===== config.mk =====
export PLATFORM = sky130hd
export DESIGN_NAME = nearest_neighbor_downscale_bgra_unit
export DESIGN_NICKNAME = d
export VERILOG_FILES = /design/src/rtl/nnds_pkg.sv /design/src/rtl/nearest_neighbor_downscale_bgra_unit.sv
export SDC_FILE = /design/constraint.sdc
export NUM_CORES = 1
export LEC_CHECK = 0
export BUFFER_PORTS_ARGS = -buffer_cell sky130_fd_sc_hd__buf_2
export CORE_MARGIN = 2
export CORE_UTILIZATION = 60
export CTS_BUF_LIST = sky130_fd_sc_hd__clkbuf_8
export CTS_CLUSTER_DIAMETER = 200
export CTS_CLUSTER_SIZE = 14
export DETAILED_ROUTE_END_ITERATION = 10
export PLACE_DENSITY = 0.81
export RECOVER_POWER = 100
export SETUP_SLACK_MARGIN = 0.15
export SYNTH_ARGS = -nofsm -noshare
export SYNTH_HDL_FRONTEND = slang
export SYNTH_SLANG_ARGS = --single-unit

===== constraint.sdc =====
create_clock -name clk -period 7.6 [get_ports clk]
set_input_delay 0.38 -clock clk [delete_from_list [all_inputs] [get_ports clk]]
set_output_delay 0.38 -clock clk [all_outputs]
set_load 0.02 [all_outputs]

===== src/rtl/nnds_pkg.sv =====
// Package for the nearest-neighbor BGRA downscaler.
// Holds the size limits, the alpha constant, the divider step count
// and the configuration register indexes used by the top level.
package nnds_pkg;

    // Field and register widths
    localparam int SRC_DIM_W = 16;
    localparam int DST_DIM_W = 12;
    localparam int CFG_IDX_W = 3;
    localparam int CFG_DATA_W = 16;
    localparam int COMP_W = 8;

    // Size limits applied to the effective frame sizes
    localparam logic [SRC_DIM_W-1:0] MAX_TARGET_DIM = 16'd4095;
    localparam logic [SRC_DIM_W-1:0] MAX_SOURCE_DIM = 16'd65535;

    // Alpha value used when input alpha is disabled
    localparam logic [COMP_W-1:0] ALPHA_OPAQUE = 8'hFF;

    // One quotient bit per divider step
    localparam int DIV_STEPS = SRC_DIM_W;
    localparam int DIV_CNT_W = $clog2(DIV_STEPS + 1);

    // Configuration register indexes
    typedef enum logic [CFG_IDX_W-1:0] {
        CFG_SOURCE_WIDTH  = 3'd0,
        CFG_SOURCE_HEIGHT = 3'd1,
        CFG_TARGET_WIDTH  = 3'd2,
        CFG_TARGET_HEIGHT = 3'd3,
        CFG_ALPHA_PRESENT = 3'd4
    } cfg_idx_t;

endpackage


===== src/rtl/nearest_neighbor_downscale_bgra_unit.sv =====
// Nearest-neighbor BGRA downscaler top level; depends on nnds_pkg.
// A sampled pixel appears on the master side in the cycle after its transfer.
// Throughput: one source pixel per cycle while the divider is idle; the output register
// frees in the cycle it is taken. After each register write the input stalls while the
// column and row step quotient and remainder are divided out, one bit per cycle.
// Reset: 1x1 source and target, alpha opaque, counters at zero, steps loaded directly.

module nearest_neighbor_downscale_bgra_unit
(
    input  logic        clk,
    input  logic        rst_n,

    // Configuration write channel
    input  logic        cfg_valid,
    output logic        cfg_ready,
    input  logic [nnds_pkg::CFG_IDX_W-1:0]  cfg_index,
    input  logic [nnds_pkg::CFG_DATA_W-1:0] cfg_data,

    // Source pixels
    input  logic        s_axis_tvalid,
    output logic        s_axis_tready,
    input  logic [31:0] s_axis_tdata,   // red_in, green_in, blue_in, alpha_in

    // Output pixels
    output logic        m_axis_tvalid,
    input  logic        m_axis_tready,
    output logic [31:0] m_axis_tdata,   // blue_out, green_out, red_out, alpha_out
    output logic        m_axis_tlast    // frame_end
);

    localparam int SW_W = nnds_pkg::SRC_DIM_W;
    localparam int DW_W = nnds_pkg::DST_DIM_W;
    localparam int CNT_W = nnds_pkg::DIV_CNT_W;

    // Configuration registers
    logic [SW_W-1:0] source_width_reg, source_width_next;
    logic [SW_W-1:0] source_height_reg, source_height_next;
    logic [DW_W-1:0] target_width_reg, target_width_next;
    logic [DW_W-1:0] target_height_reg, target_height_next;
    logic            alpha_present_reg, alpha_present_next;

    // Frame counters and sampling targets
    logic [SW_W-1:0] src_col_reg, src_col_next;
    logic [SW_W-1:0] src_row_reg, src_row_next;
    logic [DW_W-1:0] out_col_reg, out_col_next;
    logic [DW_W-1:0] out_row_reg, out_row_next;
    logic [SW_W-1:0] next_col_reg, next_col_next;
    logic [DW_W-1:0] col_rem_reg, col_rem_next;
    logic [SW_W-1:0] next_row_reg, next_row_next;
    logic [DW_W-1:0] row_rem_reg, row_rem_next;

    // Step quotient and remainder, and the shared divider control
    logic [SW_W-1:0] col_quo_reg, col_quo_next;
    logic [DW_W-1:0] col_div_rem_reg, col_div_rem_next;
    logic [SW_W-1:0] row_quo_reg, row_quo_next;
    logic [DW_W-1:0] row_div_rem_reg, row_div_rem_next;
    logic            div_start_reg, div_start_next;
    logic [CNT_W-1:0] div_cnt_reg, div_cnt_next;

    // Output register
    logic            out_valid_reg, out_valid_next;
    logic [31:0]     out_data_reg, out_data_next;
    logic            out_last_reg, out_last_next;

    // Effective sizes
    logic [SW_W-1:0] sw_eff, sh_eff, tw_wide, th_wide;
    logic [DW_W-1:0] tw_eff, th_eff;

    logic            div_busy;
    logic            cfg_fire, in_fire, hit, last_col, last_row;
    logic [DW_W:0]   col_rem_sum, row_rem_sum;
    logic [DW_W:0]   col_trial, row_trial;
    logic            col_bit, row_bit;
    logic            cfg_hit;

    // Clamp a source size to 1..MAX_SOURCE_DIM
    function automatic logic [SW_W-1:0] clamp_src(input logic [SW_W-1:0] v);
        logic [SW_W-1:0] r;
        r = (v == '0) ? SW_W'(1) : v;
        if (r > nnds_pkg::MAX_SOURCE_DIM)
            r = nnds_pkg::MAX_SOURCE_DIM;
        return r;
    endfunction

    // Clamp a target size to 1..min(source, MAX_TARGET_DIM)
    function automatic logic [SW_W-1:0] clamp_dst(input logic [DW_W-1:0] v,
                                                  input logic [SW_W-1:0] src);
        logic [SW_W-1:0] r;
        r = (v == '0) ? SW_W'(1) : SW_W'(v);
        if (r > src)
            r = src;
        if (r > nnds_pkg::MAX_TARGET_DIM)
            r = nnds_pkg::MAX_TARGET_DIM;
        return r;
    endfunction

    always_comb
    begin
        sw_eff  = clamp_src(source_width_reg);
        sh_eff  = clamp_src(source_height_reg);
        tw_wide = clamp_dst(target_width_reg, sw_eff);
        th_wide = clamp_dst(target_height_reg, sh_eff);
        tw_eff  = tw_wide[DW_W-1:0];
        th_eff  = th_wide[DW_W-1:0];
    end

    // Handshakes
    assign div_busy      = div_start_reg || (div_cnt_reg != '0);
    assign cfg_ready     = 1'b1;
    assign cfg_fire      = cfg_valid && cfg_ready;
    assign s_axis_tready = !div_busy && (!out_valid_reg || m_axis_tready);
    assign in_fire       = s_axis_tvalid && s_axis_tready;

    assign m_axis_tvalid = out_valid_reg;
    assign m_axis_tdata  = out_data_reg;
    assign m_axis_tlast  = out_last_reg;

    // Sample decision for the current source position
    assign hit = (out_row_reg < th_eff) && (out_col_reg < tw_eff) &&
                 (src_row_reg == next_row_reg) && (src_col_reg == next_col_reg);
    assign last_col = (out_col_reg == tw_eff - DW_W'(1));
    assign last_row = (out_row_reg == th_eff - DW_W'(1));

    // Incremental remainder sums, below twice the target size
    assign col_rem_sum = {1'b0, col_rem_reg} + {1'b0, col_div_rem_reg};
    assign row_rem_sum = {1'b0, row_rem_reg} + {1'b0, row_div_rem_reg};

    // Restoring divider step: shift in the next dividend bit, try a subtract
    assign col_trial = {col_div_rem_reg, col_quo_reg[SW_W-1]};
    assign row_trial = {row_div_rem_reg, row_quo_reg[SW_W-1]};
    assign col_bit   = (col_trial >= {1'b0, tw_eff});
    assign row_bit   = (row_trial >= {1'b0, th_eff});

    always_comb
    begin
        source_width_next  = source_width_reg;
        source_height_next = source_height_reg;
        target_width_next  = target_width_reg;
        target_height_next = target_height_reg;
        alpha_present_next = alpha_present_reg;

        src_col_next  = src_col_reg;
        src_row_next  = src_row_reg;
        out_col_next  = out_col_reg;
        out_row_next  = out_row_reg;
        next_col_next = next_col_reg;
        col_rem_next  = col_rem_reg;
        next_row_next = next_row_reg;
        row_rem_next  = row_rem_reg;

        col_quo_next     = col_quo_reg;
        col_div_rem_next = col_div_rem_reg;
        row_quo_next     = row_quo_reg;
        row_div_rem_next = row_div_rem_reg;
        div_start_next   = 1'b0;
        div_cnt_next     = div_cnt_reg;

        out_valid_next = out_valid_reg;
        out_data_next  = out_data_reg;
        out_last_next  = out_last_reg;
        cfg_hit        = 1'b0;

        // Drop the result once the master side takes it
        if (m_axis_tready)
            out_valid_next = 1'b0;

        // Run the step divider: load on start, then one bit per cycle
        if (div_start_reg)
        begin
            col_quo_next     = sw_eff;
            col_div_rem_next = '0;
            row_quo_next     = sh_eff;
            row_div_rem_next = '0;
            div_cnt_next     = CNT_W'(nnds_pkg::DIV_STEPS);
        end
        else if (div_cnt_reg != '0)
        begin
            col_quo_next     = {col_quo_reg[SW_W-2:0], col_bit};
            col_div_rem_next = col_bit ? DW_W'(col_trial - {1'b0, tw_eff})
                                       : col_trial[DW_W-1:0];
            row_quo_next     = {row_quo_reg[SW_W-2:0], row_bit};
            row_div_rem_next = row_bit ? DW_W'(row_trial - {1'b0, th_eff})
                                       : row_trial[DW_W-1:0];
            div_cnt_next     = div_cnt_reg - CNT_W'(1);
        end

        // Process one source pixel
        if (in_fire)
        begin
            out_valid_next = hit;
            out_data_next  = {alpha_present_reg ? s_axis_tdata[31:24]
                                                : nnds_pkg::ALPHA_OPAQUE,
                              s_axis_tdata[7:0],
                              s_axis_tdata[15:8],
                              s_axis_tdata[23:16]};
            out_last_next  = last_col && last_row;

            // Advance the sampling targets after an emitted pixel
            if (hit)
            begin
                if (last_col)
                begin
                    out_col_next  = '0;
                    next_col_next = '0;
                    col_rem_next  = '0;
                    out_row_next  = out_row_reg + DW_W'(1);
                    if (row_rem_sum >= {1'b0, th_eff})
                    begin
                        row_rem_next  = DW_W'(row_rem_sum - {1'b0, th_eff});
                        next_row_next = next_row_reg + row_quo_reg + SW_W'(1);
                    end
                    else
                    begin
                        row_rem_next  = row_rem_sum[DW_W-1:0];
                        next_row_next = next_row_reg + row_quo_reg;
                    end
                end
                else
                begin
                    out_col_next = out_col_reg + DW_W'(1);
                    if (col_rem_sum >= {1'b0, tw_eff})
                    begin
                        col_rem_next  = DW_W'(col_rem_sum - {1'b0, tw_eff});
                        next_col_next = next_col_reg + col_quo_reg + SW_W'(1);
                    end
                    else
                    begin
                        col_rem_next  = col_rem_sum[DW_W-1:0];
                        next_col_next = next_col_reg + col_quo_reg;
                    end
                end
            end

            // Advance the source position, wrap at frame end
            if (src_col_reg >= sw_eff - SW_W'(1))
            begin
                src_col_next = '0;
                if (src_row_reg >= sh_eff - SW_W'(1))
                begin
                    src_row_next  = '0;
                    out_col_next  = '0;
                    out_row_next  = '0;
                    next_col_next = '0;
                    col_rem_next  = '0;
                    next_row_next = '0;
                    row_rem_next  = '0;
                end
                else
                begin
                    src_row_next = src_row_reg + SW_W'(1);
                end
            end
            else
            begin
                src_col_next = src_col_reg + SW_W'(1);
            end
        end

        // Decode a configuration write
        if (cfg_fire)
        begin
            cfg_hit = 1'b1;
            unique case (nnds_pkg::cfg_idx_t'(cfg_index))
                nnds_pkg::CFG_SOURCE_WIDTH:  source_width_next  = cfg_data;
                nnds_pkg::CFG_SOURCE_HEIGHT: source_height_next = cfg_data;
                nnds_pkg::CFG_TARGET_WIDTH:  target_width_next  = cfg_data[DW_W-1:0];
                nnds_pkg::CFG_TARGET_HEIGHT: target_height_next = cfg_data[DW_W-1:0];
                nnds_pkg::CFG_ALPHA_PRESENT: alpha_present_next = cfg_data[0];
                default:                     cfg_hit = 1'b0;
            endcase
        end

        // Restart the frame and recompute the steps after a register write
        if (cfg_hit)
        begin
            src_col_next   = '0;
            src_row_next   = '0;
            out_col_next   = '0;
            out_row_next   = '0;
            next_col_next  = '0;
            col_rem_next   = '0;
            next_row_next  = '0;
            row_rem_next   = '0;
            div_start_next = 1'b1;
            div_cnt_next   = '0;
        end
    end

    // Hold all state but the output payload
    always_ff @(posedge clk or negedge rst_n)
    begin
        if (!rst_n)
        begin
            source_width_reg  <= SW_W'(1);
            source_height_reg <= SW_W'(1);
            target_width_reg  <= DW_W'(1);
            target_height_reg <= DW_W'(1);
            alpha_present_reg <= 1'b0;
            src_col_reg       <= '0;
            src_row_reg       <= '0;
            out_col_reg       <= '0;
            out_row_reg       <= '0;
            next_col_reg      <= '0;
            col_rem_reg       <= '0;
            next_row_reg      <= '0;
            row_rem_reg       <= '0;
            col_quo_reg       <= SW_W'(1);
            col_div_rem_reg   <= '0;
            row_quo_reg       <= SW_W'(1);
            row_div_rem_reg   <= '0;
            div_start_reg     <= 1'b0;
            div_cnt_reg       <= '0;
            out_valid_reg     <= 1'b0;
        end
        else
        begin
            source_width_reg  <= source_width_next;
            source_height_reg <= source_height_next;
            target_width_reg  <= target_width_next;
            target_height_reg <= target_height_next;
            alpha_present_reg <= alpha_present_next;
            src_col_reg       <= src_col_next;
            src_row_reg       <= src_row_next;
            out_col_reg       <= out_col_next;
            out_row_reg       <= out_row_next;
            next_col_reg      <= next_col_next;
            col_rem_reg       <= col_rem_next;
            next_row_reg      <= next_row_next;
            row_rem_reg       <= row_rem_next;
            col_quo_reg       <= col_quo_next;
            col_div_rem_reg   <= col_div_rem_next;
            row_quo_reg       <= row_quo_next;
            row_div_rem_reg   <= row_div_rem_next;
            div_start_reg     <= div_start_next;
            div_cnt_reg       <= div_cnt_next;
            out_valid_reg     <= out_valid_next;
        end
    end

    // Output payload needs no reset
    always_ff @(posedge clk)
    begin
        out_data_reg <= out_data_next;
        out_last_reg <= out_last_next;
    end

    // A register write stalls the input while the steps are recomputed
    a_cfg_stalls: assert property (@(posedge clk) disable iff (!rst_n)
        (cfg_valid && cfg_index <= nnds_pkg::CFG_ALPHA_PRESENT) |=> !s_axis_tready)
        else $error("input accepted right after a configuration write");

    // The output column stays inside the target row
    a_out_col_range: assert property (@(posedge clk) disable iff (!rst_n)
        out_col_reg < tw_eff)
        else $error("output column beyond target width");

    // Sampling remainders stay below their divisors
    a_rem_range: assert property (@(posedge clk) disable iff (!rst_n)
        (col_rem_reg < tw_eff) && (row_rem_reg < th_eff))
        else $error("sampling remainder out of range");

endmodule


; Word-level counts from Yosys, hierarchy flattened
; Cells that the tools add are included.
; Widths: inputs -> output; s select.
[word_totals]
elab_cells = 167
out_inout_bits = 36
regBits = 265
inputBits = 56
[classes]
n_mux = 75
eq_ne = 8
n_reduce_logical = 28
magnitude_cmp = 14
addsub = 19
[ops]
columns = cell, count
row1 = $mux 16, 31
row2 = $mux 12, 36
row3 = $add 16x1->16 const B, 4
row4 = $ge 13x12->1, 4
row5 = $sub 12x12->12, 4
row6 = $add 16x16->16, 2
row7 = $eq 16x16->1, 2
row8 = $ge 16x16->1, 2
row9 = $gt 12x16->1, 2
row10 = $gt 16x12->1 const B, 2
row11 = $gt 16x16->1 const B, 2
row12 = $logic_not 16->1, 2
row13 = $sub 16x1->16 const B, 2
row14 = $add 12x12->13, 2
row15 = $add 12x1->12 const B, 2
row16 = $eq 12x12->1, 2
row17 = $logic_not 12->1, 2
row18 = $lt 12x12->1, 2
row19 = $sub 12x1->12 const B, 2
row20 = $mux 5, 3
row21 = $reduce_and 2->1, 6
row22 = $reduce_bool 2->1, 4
row23 = $eq 3x2->1 const B, 2
row24 = $logic_and 1x1->1, 6
row25 = 10 further kinds, 16

; Depth between registers and ports, before layout
[logic_depth]
ltp_word = 17
depth_mapped = 32
depth_no_buf = 27

; Least setup slack after synthesis
; Ideal clock, no wire load.
[synth_timing]
kind = reg-to-reg
from = register source_height_reg[2]
to = register row_div_rem_reg[10]
required_time_ps = 7506
setup_ps = 94
setup_slack_ps = 1475
synth_period_minus_slack_ps = 6125
n_path_buf = 4
t_arrival_ps = 6031
stages_incl_launch_ff = 30
path_cell_list = dfrtp_1 > clkbuf_1 > nor3_1 > and2_1 > and3_1 > a21oi_1 > inv_1 > ha_1 > nor2b_1 > o21a_1 > o21a_1 > o211ai_1 > and3b_1 > nor2_1 > buf_2 > buf_1 > mux2i_1 > ha_1 > nor2b_1 > o21ai_0 > a21boi_0 > o21ai_0 > a21boi_0 > o21ai_0 > a21oi_1 > o311ai_0 > nand2_1 > buf_2 > mux2i_1 > a211oi_1
[synth_via]
elab_chain_len = 12
word_cells_on_any_way = 13
cone_classes = 1 x add/sub / 4 x order compare / 7 x mux / 1 x reduce/logical
[synth_lines]
columns = element, line_no
row1 = from (decl), nearest_neighbor_downscale_bgra_unit.sv:37  ; logic [SW_W-1:0] source_height_reg, source_height_next;
row2 = from (signal assigned), nearest_neighbor_downscale_bgra_unit.sv:318  ; source_height_reg <= source_height_next;
row3 = $logic_not 16->1, nearest_neighbor_downscale_bgra_unit.sv:79  ; r = (v == '0) ? SW_W'(1) : v;
row4 = $mux 16 (*), nearest_neighbor_downscale_bgra_unit.sv:79
row5 = $gt 16x16->1, nearest_neighbor_downscale_bgra_unit.sv:80  ; if (r > nnds_pkg::MAX_SOURCE_DIM)
row6 = $mux 16 (*), nearest_neighbor_downscale_bgra_unit.sv:80
row7 = $gt 12x16->1, nearest_neighbor_downscale_bgra_unit.sv:90  ; if (r > src)
row8 = $mux 16 (*), nearest_neighbor_downscale_bgra_unit.sv:90
row9 = $gt 16x12->1, nearest_neighbor_downscale_bgra_unit.sv:92  ; if (r > nnds_pkg::MAX_TARGET_DIM)
row10 = $mux 12 (*), nearest_neighbor_downscale_bgra_unit.sv:92
row11 = $sub 12x12->12 / $ge 13x12->1 (equally long branches), "nearest_neighbor_downscale_bgra_unit.sv:182, nearest_neighbor_downscale_bgra_unit.sv:132"
row12 = $mux 12 (*), nearest_neighbor_downscale_bgra_unit.sv:182  ; row_div_rem_next = row_bit ? DW_W'(row_trial - {1'b0, th_eff})
row13 = $mux 12 (*), nearest_neighbor_downscale_bgra_unit.sv:176  ; else if (div_cnt_reg != '0)
row14 = $mux 12 (*), nearest_neighbor_downscale_bgra_unit.sv:168  ; if (div_start_reg)
row15 = to (signal assigned), nearest_neighbor_downscale_bgra_unit.sv:333  ; row_div_rem_reg <= row_div_rem_next;
row16 = to (decl), nearest_neighbor_downscale_bgra_unit.sv:56  ; logic [DW_W-1:0] row_div_rem_reg, row_div_rem_next;
; Mark *: on every way between the ends. The rest lies on a longest branch, timed or not. The select of a mux whose other input is x is not followed.
; A chain may end at the register's enable or synchronous reset.

; Worst setup path after layout
[layout_timing]
from = register source_width_reg[8]
to = register next_col_reg[15]
[layout_via]
elab_chain_len = 17
word_cells_on_any_way = 24
cone_classes = 2 x add/sub / 6 x order compare / 1 x eq/ne / 11 x mux / 4 x reduce/logical
[layout_lines]
columns = element, line_no
row1 = from (decl), nearest_neighbor_downscale_bgra_unit.sv:36  ; logic [SW_W-1:0] source_width_reg, source_width_next;
row2 = from (signal assigned), nearest_neighbor_downscale_bgra_unit.sv:317  ; source_width_reg <= source_width_next;
row3 = $logic_not 16->1, nearest_neighbor_downscale_bgra_unit.sv:79
row4 = $mux 16 (*), nearest_neighbor_downscale_bgra_unit.sv:79
row5 = $gt 16x16->1, nearest_neighbor_downscale_bgra_unit.sv:80
row6 = $mux 16 (*), nearest_neighbor_downscale_bgra_unit.sv:80
row7 = "parallel branches: the longest is 10 deep, another holds $gt 12x16->1", n/a
row8 = $mux 16 (*), nearest_neighbor_downscale_bgra_unit.sv:235  ; if (src_col_reg >= sw_eff - SW_W'(1))
row9 = $mux 16 (*), nearest_neighbor_downscale_bgra_unit.sv:188  ; if (in_fire)
row10 = $mux 16 (*), nearest_neighbor_downscale_bgra_unit.sv:274  ; if (cfg_hit)
row11 = to (signal assigned), nearest_neighbor_downscale_bgra_unit.sv:326  ; next_col_reg <= next_col_next;
row12 = to (decl), nearest_neighbor_downscale_bgra_unit.sv:47  ; logic [SW_W-1:0] next_col_reg, next_col_next;
; Every way passes the cells marked *. The select of a mux whose other input is x is not followed.

==> run_summary.xml <==
<?xml version="1.0" encoding="UTF-8"?>
<metrics>
  <group name="route">
    <metric name="routed_wire_length_per_instance" unit="um">20.9</metric>
    <metric name="route.final.wire_length" unit="um">57700</metric>
    <metric name="drc" unit="">0</metric>
    <metric name="via_per_inst" unit="">6.43</metric>
    <metric name="drt_first_pass_iters" unit="">6</metric>
    <metric name="ant_nets" unit="">0</metric>
    <metric name="detailroute.via_count" unit="">17800</metric>
    <metric name="first_iter_violations" unit="">1502</metric>
  </group>
  <group name="power">
    <metric name="p_seq_share" unit="%">27.5</metric>
    <metric name="p_sw" unit="mW">3.93</metric>
    <metric name="power_frac_clock" unit="%">9.8</metric>
    <metric name="p_leak" unit="nW">9.51</metric>
    <metric name="cellPowerDensity" unit="nW/um2">371</metric>
    <metric name="swShare" unit="%">48.8</metric>
    <metric name="power" unit="mW">8.05</metric>
    <metric name="internal_power" unit="mW">4.12</metric>
    <metric name="pwr-share-comb" unit="%">62.6</metric>
    <metric name="irDropWorstVdd" unit="mV">0.324</metric>
  </group>
  <group name="clocking">
    <metric name="cts-htree-levels" unit="">1</metric>
    <metric name="clock_pin_transition_on_the_worst_setup_and_hold_timing_paths" unit="ns">0.11</metric>
    <metric name="clockBufferDepth" unit="">3</metric>
    <metric name="clkSinkCount" unit="">265</metric>
    <metric name="worst_skew_pair.late_latency" unit="ns">0.58</metric>
    <metric name="tritoncts" unit="">built</metric>
    <metric name="cts_root_buffer" unit="">sky130_fd_sc_hd__clkbuf_8</metric>
    <metric name="cts_made_buffers" unit="">22</metric>
  </group>
  <group name="critical_path">
    <metric name="crit_chain" unit="">nor3_1 -&gt; nand4_1 -&gt; nor3_1 -&gt; or2_2 -&gt; ha_1 -&gt; nand4_1 -&gt; or3_1 -&gt; nand3_1 -&gt; a21oi_4 -&gt; mux2i_1 -&gt; ha_1 -&gt; nand2_1 -&gt; o21ai_0 -&gt; nor2_1 -&gt; nand4_1 -&gt; nor3_1 -&gt; o2111ai_1 -&gt; a31oi_1 -&gt; nor2b_1 -&gt; o211ai_2 -&gt; buf_2 -&gt; or3_1 -&gt; a2bb2oi_1</metric>
    <metric name="launching_point_of_the_worst_reg2reg_path" unit="">source_width_reg[8]$_DFFE_PN0P_</metric>
    <metric name="critPathTopFamily" unit="">simple AND/OR/NAND/NOR gates</metric>
    <metric name="path_buf_inv" unit="">1</metric>
    <metric name="critical_r2r_capture" unit="">next_col_reg[15]$_DFFE_PN0P_</metric>
    <metric name="cp_max_fo" unit="">26</metric>
    <metric name="critical_path_class" unit="">register to register</metric>
    <metric name="worst-r2r-cell-count" unit="">23</metric>
    <metric name="critical_path.max_stage_delay" unit="ns">0.73</metric>
    <metric name="worstSetupStartpoint" unit="">source_width_reg[8]$_DFFE_PN0P_</metric>
    <metric name="critical_path.endpoint" unit="">next_col_reg[15]$_DFFE_PN0P_</metric>
    <metric name="worstSetupEndpointType" unit="">register</metric>
    <metric name="critical_path.slowest_cell" unit="">sky130_fd_sc_hd__mux2i_1</metric>
    <metric name="worst-r2r-setup-slack" unit="ns">0.68</metric>
    <metric name="startpoint_type" unit="">register</metric>
    <metric name="worstPathRequired" unit="ns">8.11</metric>
    <metric name="critical_path_depth" unit="">23</metric>
    <metric name="worst-endpoint-arrival" unit="ns">7.43</metric>
  </group>
  <group name="global_routing">
    <metric name="globalRouteOverflowTotal" unit="">0</metric>
    <metric name="vias_in_the_first_global_route" unit="">17700</metric>
    <metric name="grt_use_total" unit="%">32.3</metric>
    <metric name="grt_antenna_before_repair" unit="">0</metric>
    <metric name="grt_start_max_net_pins" unit="">114</metric>
    <metric name="first_pass_grt_wire_length" unit="um">93100</metric>
  </group>
  <group name="logic_synthesis">
    <metric name="async_flop_share" unit="%">87.5</metric>
    <metric name="post_synth_inst_count" unit="">2247</metric>
    <metric name="share_of_the_yosys_chip_area_belonging_to_registers" unit="%">33.3</metric>
    <metric name="synth_top_cell_area_share" unit="%">27.7</metric>
    <metric name="mappedNetlistNets" unit="">2502</metric>
    <metric name="yosysWarnings" unit="">0</metric>
    <metric name="synth_area_per_cell" unit="um2">9.09</metric>
    <metric name="yosys_register_bits" unit="">265</metric>
    <metric name="ys_types" unit="">95</metric>
    <metric name="number_of_synthesized_flops_with_an_enable_pin" unit="">33</metric>
    <metric name="syn-cell-area" unit="um2">20400</metric>
    <metric name="netlist.top_cell.by_area" unit="">sky130_fd_sc_hd__dfrtp_1</metric>
    <metric name="synthTopCellsByArea" unit="">sky130_fd_sc_hd__dfrtp_1 (28%), sky130_fd_sc_hd__ha_1 (12%), sky130_fd_sc_hd__xnor2_1 (5.2%)</metric>
    <metric name="synth-main-ff-cell" unit="">sky130_fd_sc_hd__dfrtp_1</metric>
  </group>
  <group name="placement">
    <metric name="dp_slack" unit="ns">0.814</metric>
    <metric name="gp_routability_congestion" unit="">0.993</metric>
    <metric name="detailedPlacementHpwl" unit="um">43200</metric>
    <metric name="portBuffers" unit="">90</metric>
    <metric name="placed_instance_area" unit="um2">21200</metric>
    <metric name="dp.cells" unit="">2701</metric>
  </group>
  <group name="die">
    <metric name="initial_core_util" unit="%">60.9</metric>
    <metric name="fp.dieArea" unit="um2">35500</metric>
    <metric name="floorplan.core_area" unit="um2">33500</metric>
    <metric name="top_level_ports" unit="">92</metric>
    <metric name="die-height" unit="um">189</metric>
    <metric name="num_rows" unit="">67</metric>
    <metric name="die_width" unit="um">189</metric>
  </group>
  <group name="layout">
    <metric name="largest_reg_flops" unit="">32</metric>
    <metric name="final_design_area_no_fill" unit="um2">21700</metric>
    <metric name="fin_cells" unit="">2766</metric>
    <metric name="layout.core_utilization" unit="%">64.7</metric>
    <metric name="numnets_final" unit="">2557</metric>
    <metric name="post_route_cells_drive_above_1_share" unit="%">7.08</metric>
    <metric name="insertedDiodeCount" unit="">0</metric>
    <metric name="most_frequent_cells_in_the_layout" unit="">sky130_fd_sc_hd__dfrtp_1 (225), sky130_fd_sc_hd__nand2_1 (207), sky130_fd_sc_hd__ha_1 (193)</metric>
    <metric name="layout_commonest_cell" unit="">sky130_fd_sc_hd__dfrtp_1</metric>
    <metric name="area.growth.synth_to_final" unit="%">6.17</metric>
  </group>
  <group name="min_path">
    <metric name="worstHoldPathType" unit="">input pin to register</metric>
  </group>
  <group name="outcome">
    <metric name="failed_checks" unit="">max-capacitance violations, max-slew violations</metric>
    <metric name="run_status" unit="">finished, violations left</metric>
  </group>
  <group name="flow_run">
    <metric name="drv_cap" unit="">6</metric>
  </group>
  <group name="timing">
    <metric name="fin_crit_sh" unit="%">91.1</metric>
    <metric name="finalHoldViolCount" unit="">0</metric>
    <metric name="timing.max_slew.rel_slack" unit="%">-255</metric>
    <metric name="final.setup.tns" unit="ns">0</metric>
    <metric name="fmax" unit="MHz">144</metric>
    <metric name="finalSetupViolCount" unit="">0</metric>
    <metric name="layout_min_cycle_time" unit="ns">6.92</metric>
    <metric name="post-route-worst-setup-slack" unit="ns">0.676</metric>
    <metric name="slew_viol_final" unit="">347</metric>
    <metric name="hold_ws" unit="ns">0.0578</metric>
    <metric name="unrepaired_setup_endpoints_after_global_routing" unit="">false</metric>
    <metric name="tightestPinTransition" unit="ns">5.33</metric>
    <metric name="clock-skew-final" unit="ns">0.0156</metric>
  </group>
</metrics>
cell families (layout without fill, tap and decap cells):
family	count (synthesis)	after routing	synth area share, %
and+or+nand+nor	690	690	16.9
AOI/OAI and AO/OA	590	590	18.9
DFF	265	265	33.3
adders and majority gates	200	200	12.5
xor gates and xnor gates	198	198	8.70
buffers and inverters	182	253	3.56
muxes	121	121	6.17
other	1	1	0.0184
per-layer routing:
metal	vias to the layer above	global-route usage (%)	part of all wire, %
li1	8305	-	-
met1	8657	43.1	41
met2	664	54.0	47
met3	152	4.38	7.1
met4	0	11.7	4.0
met5	-	0	0
power groups by stage:
stage | logic (mW) | registers (mW) | clock network [mW]
after global placement | 4.81 | 2.21 | 0
final | 5.04 | 2.21 | 0.793
after global routing | 5.58 | 2.25 | 0.851
after CTS | 4.99 | 2.19 | 0.801
after floorplan | 3.93 | 2.06 | 0
after detailed placement | 4.95 | 2.22 | 0
layout make-up:
class | count | area (um2)
multi-input cells | 1800 | 12900
repair buffers | 136 | 786
inverters | 77 | 289
fillers | 2784 | 11800
flip-flops and latches | 265 | 6810
well taps | 448 | 561
clock buffers | 23 | 317
clock inverters | 17 | 63.8
worst min path at each step:
stage / from / endpoint / slack, ns / cells past startpoint
after floorplan: rst_n / alpha_present_reg$_DFFE_PN0P_ / 0.08 / 0
after global placement: col_rem_reg[2]$_DFFE_PN0P_ / col_rem_reg[2]$_DFFE_PN0P_ / 0.48 / 2
after detailed placement: col_rem_reg[0]$_DFFE_PN0P_ / col_rem_reg[0]$_DFFE_PN0P_ / 0.48 / 2
after CTS: s_axis_tdata[27] / m_axis_tdata[27]$_SDFFCE_PN1P_ / 0.03 / 2
after global routing: cfg_data[13] / source_width_reg[13]$_DFFE_PN0P_ / 0.04 / 2
final: s_axis_tdata[27] / m_axis_tdata[27]$_SDFFCE_PN1P_ / 0.06 / 2
cell usage after synthesis, types with 7 or more instances:
| cell | number |
|---|---|
| sky130_fd_sc_hd__or2_2 | 8 |
| sky130_fd_sc_hd__nand2_1 | 207 |
| sky130_fd_sc_hd__o21a_1 | 26 |
| sky130_fd_sc_hd__o2bb2ai_1 | 27 |
| sky130_fd_sc_hd__and2_1 | 14 |
| sky130_fd_sc_hd__a211o_1 | 8 |
| sky130_fd_sc_hd__o21bai_1 | 11 |
| sky130_fd_sc_hd__nand4_1 | 49 |
| sky130_fd_sc_hd__mux2_2 | 36 |
| sky130_fd_sc_hd__o21ai_1 | 7 |
| sky130_fd_sc_hd__o211ai_1 | 15 |
| sky130_fd_sc_hd__inv_1 | 76 |
| sky130_fd_sc_hd__xnor2_1 | 122 |
| sky130_fd_sc_hd__o21ai_0 | 185 |
| sky130_fd_sc_hd__a211oi_1 | 34 |
| sky130_fd_sc_hd__ha_1 | 193 |
| sky130_fd_sc_hd__nand3_1 | 47 |
| sky130_fd_sc_hd__and3_1 | 23 |
| sky130_fd_sc_hd__nand2b_1 | 42 |
| sky130_fd_sc_hd__nor4_1 | 25 |
| sky130_fd_sc_hd__edfxtp_1 | 33 |
| sky130_fd_sc_hd__clkbuf_1 | 81 |
| sky130_fd_sc_hd__nor2b_1 | 25 |
| sky130_fd_sc_hd__xor2_1 | 73 |
| sky130_fd_sc_hd__a21oi_1 | 102 |
| sky130_fd_sc_hd__nor3_1 | 53 |
| sky130_fd_sc_hd__dfrtp_1 | 226 |
| sky130_fd_sc_hd__nor2_1 | 138 |
| sky130_fd_sc_hd__o31ai_1 | 17 |
| sky130_fd_sc_hd__a31oi_1 | 40 |
| sky130_fd_sc_hd__mux2i_1 | 84 |
| sky130_fd_sc_hd__and4_1 | 8 |
| sky130_fd_sc_hd__buf_2 | 14 |
| sky130_fd_sc_hd__a21o_1 | 43 |
| sky130_fd_sc_hd__or3_1 | 15 |
what timing repair did:
item,in CTS,in global routing
resized for setup,0,1
endpoints found under the hold margin,134,0
hold buffers,25,0
setup buffers,0,0
setup endpoints to repair,0,11
(Power assumes the default switching activity.)
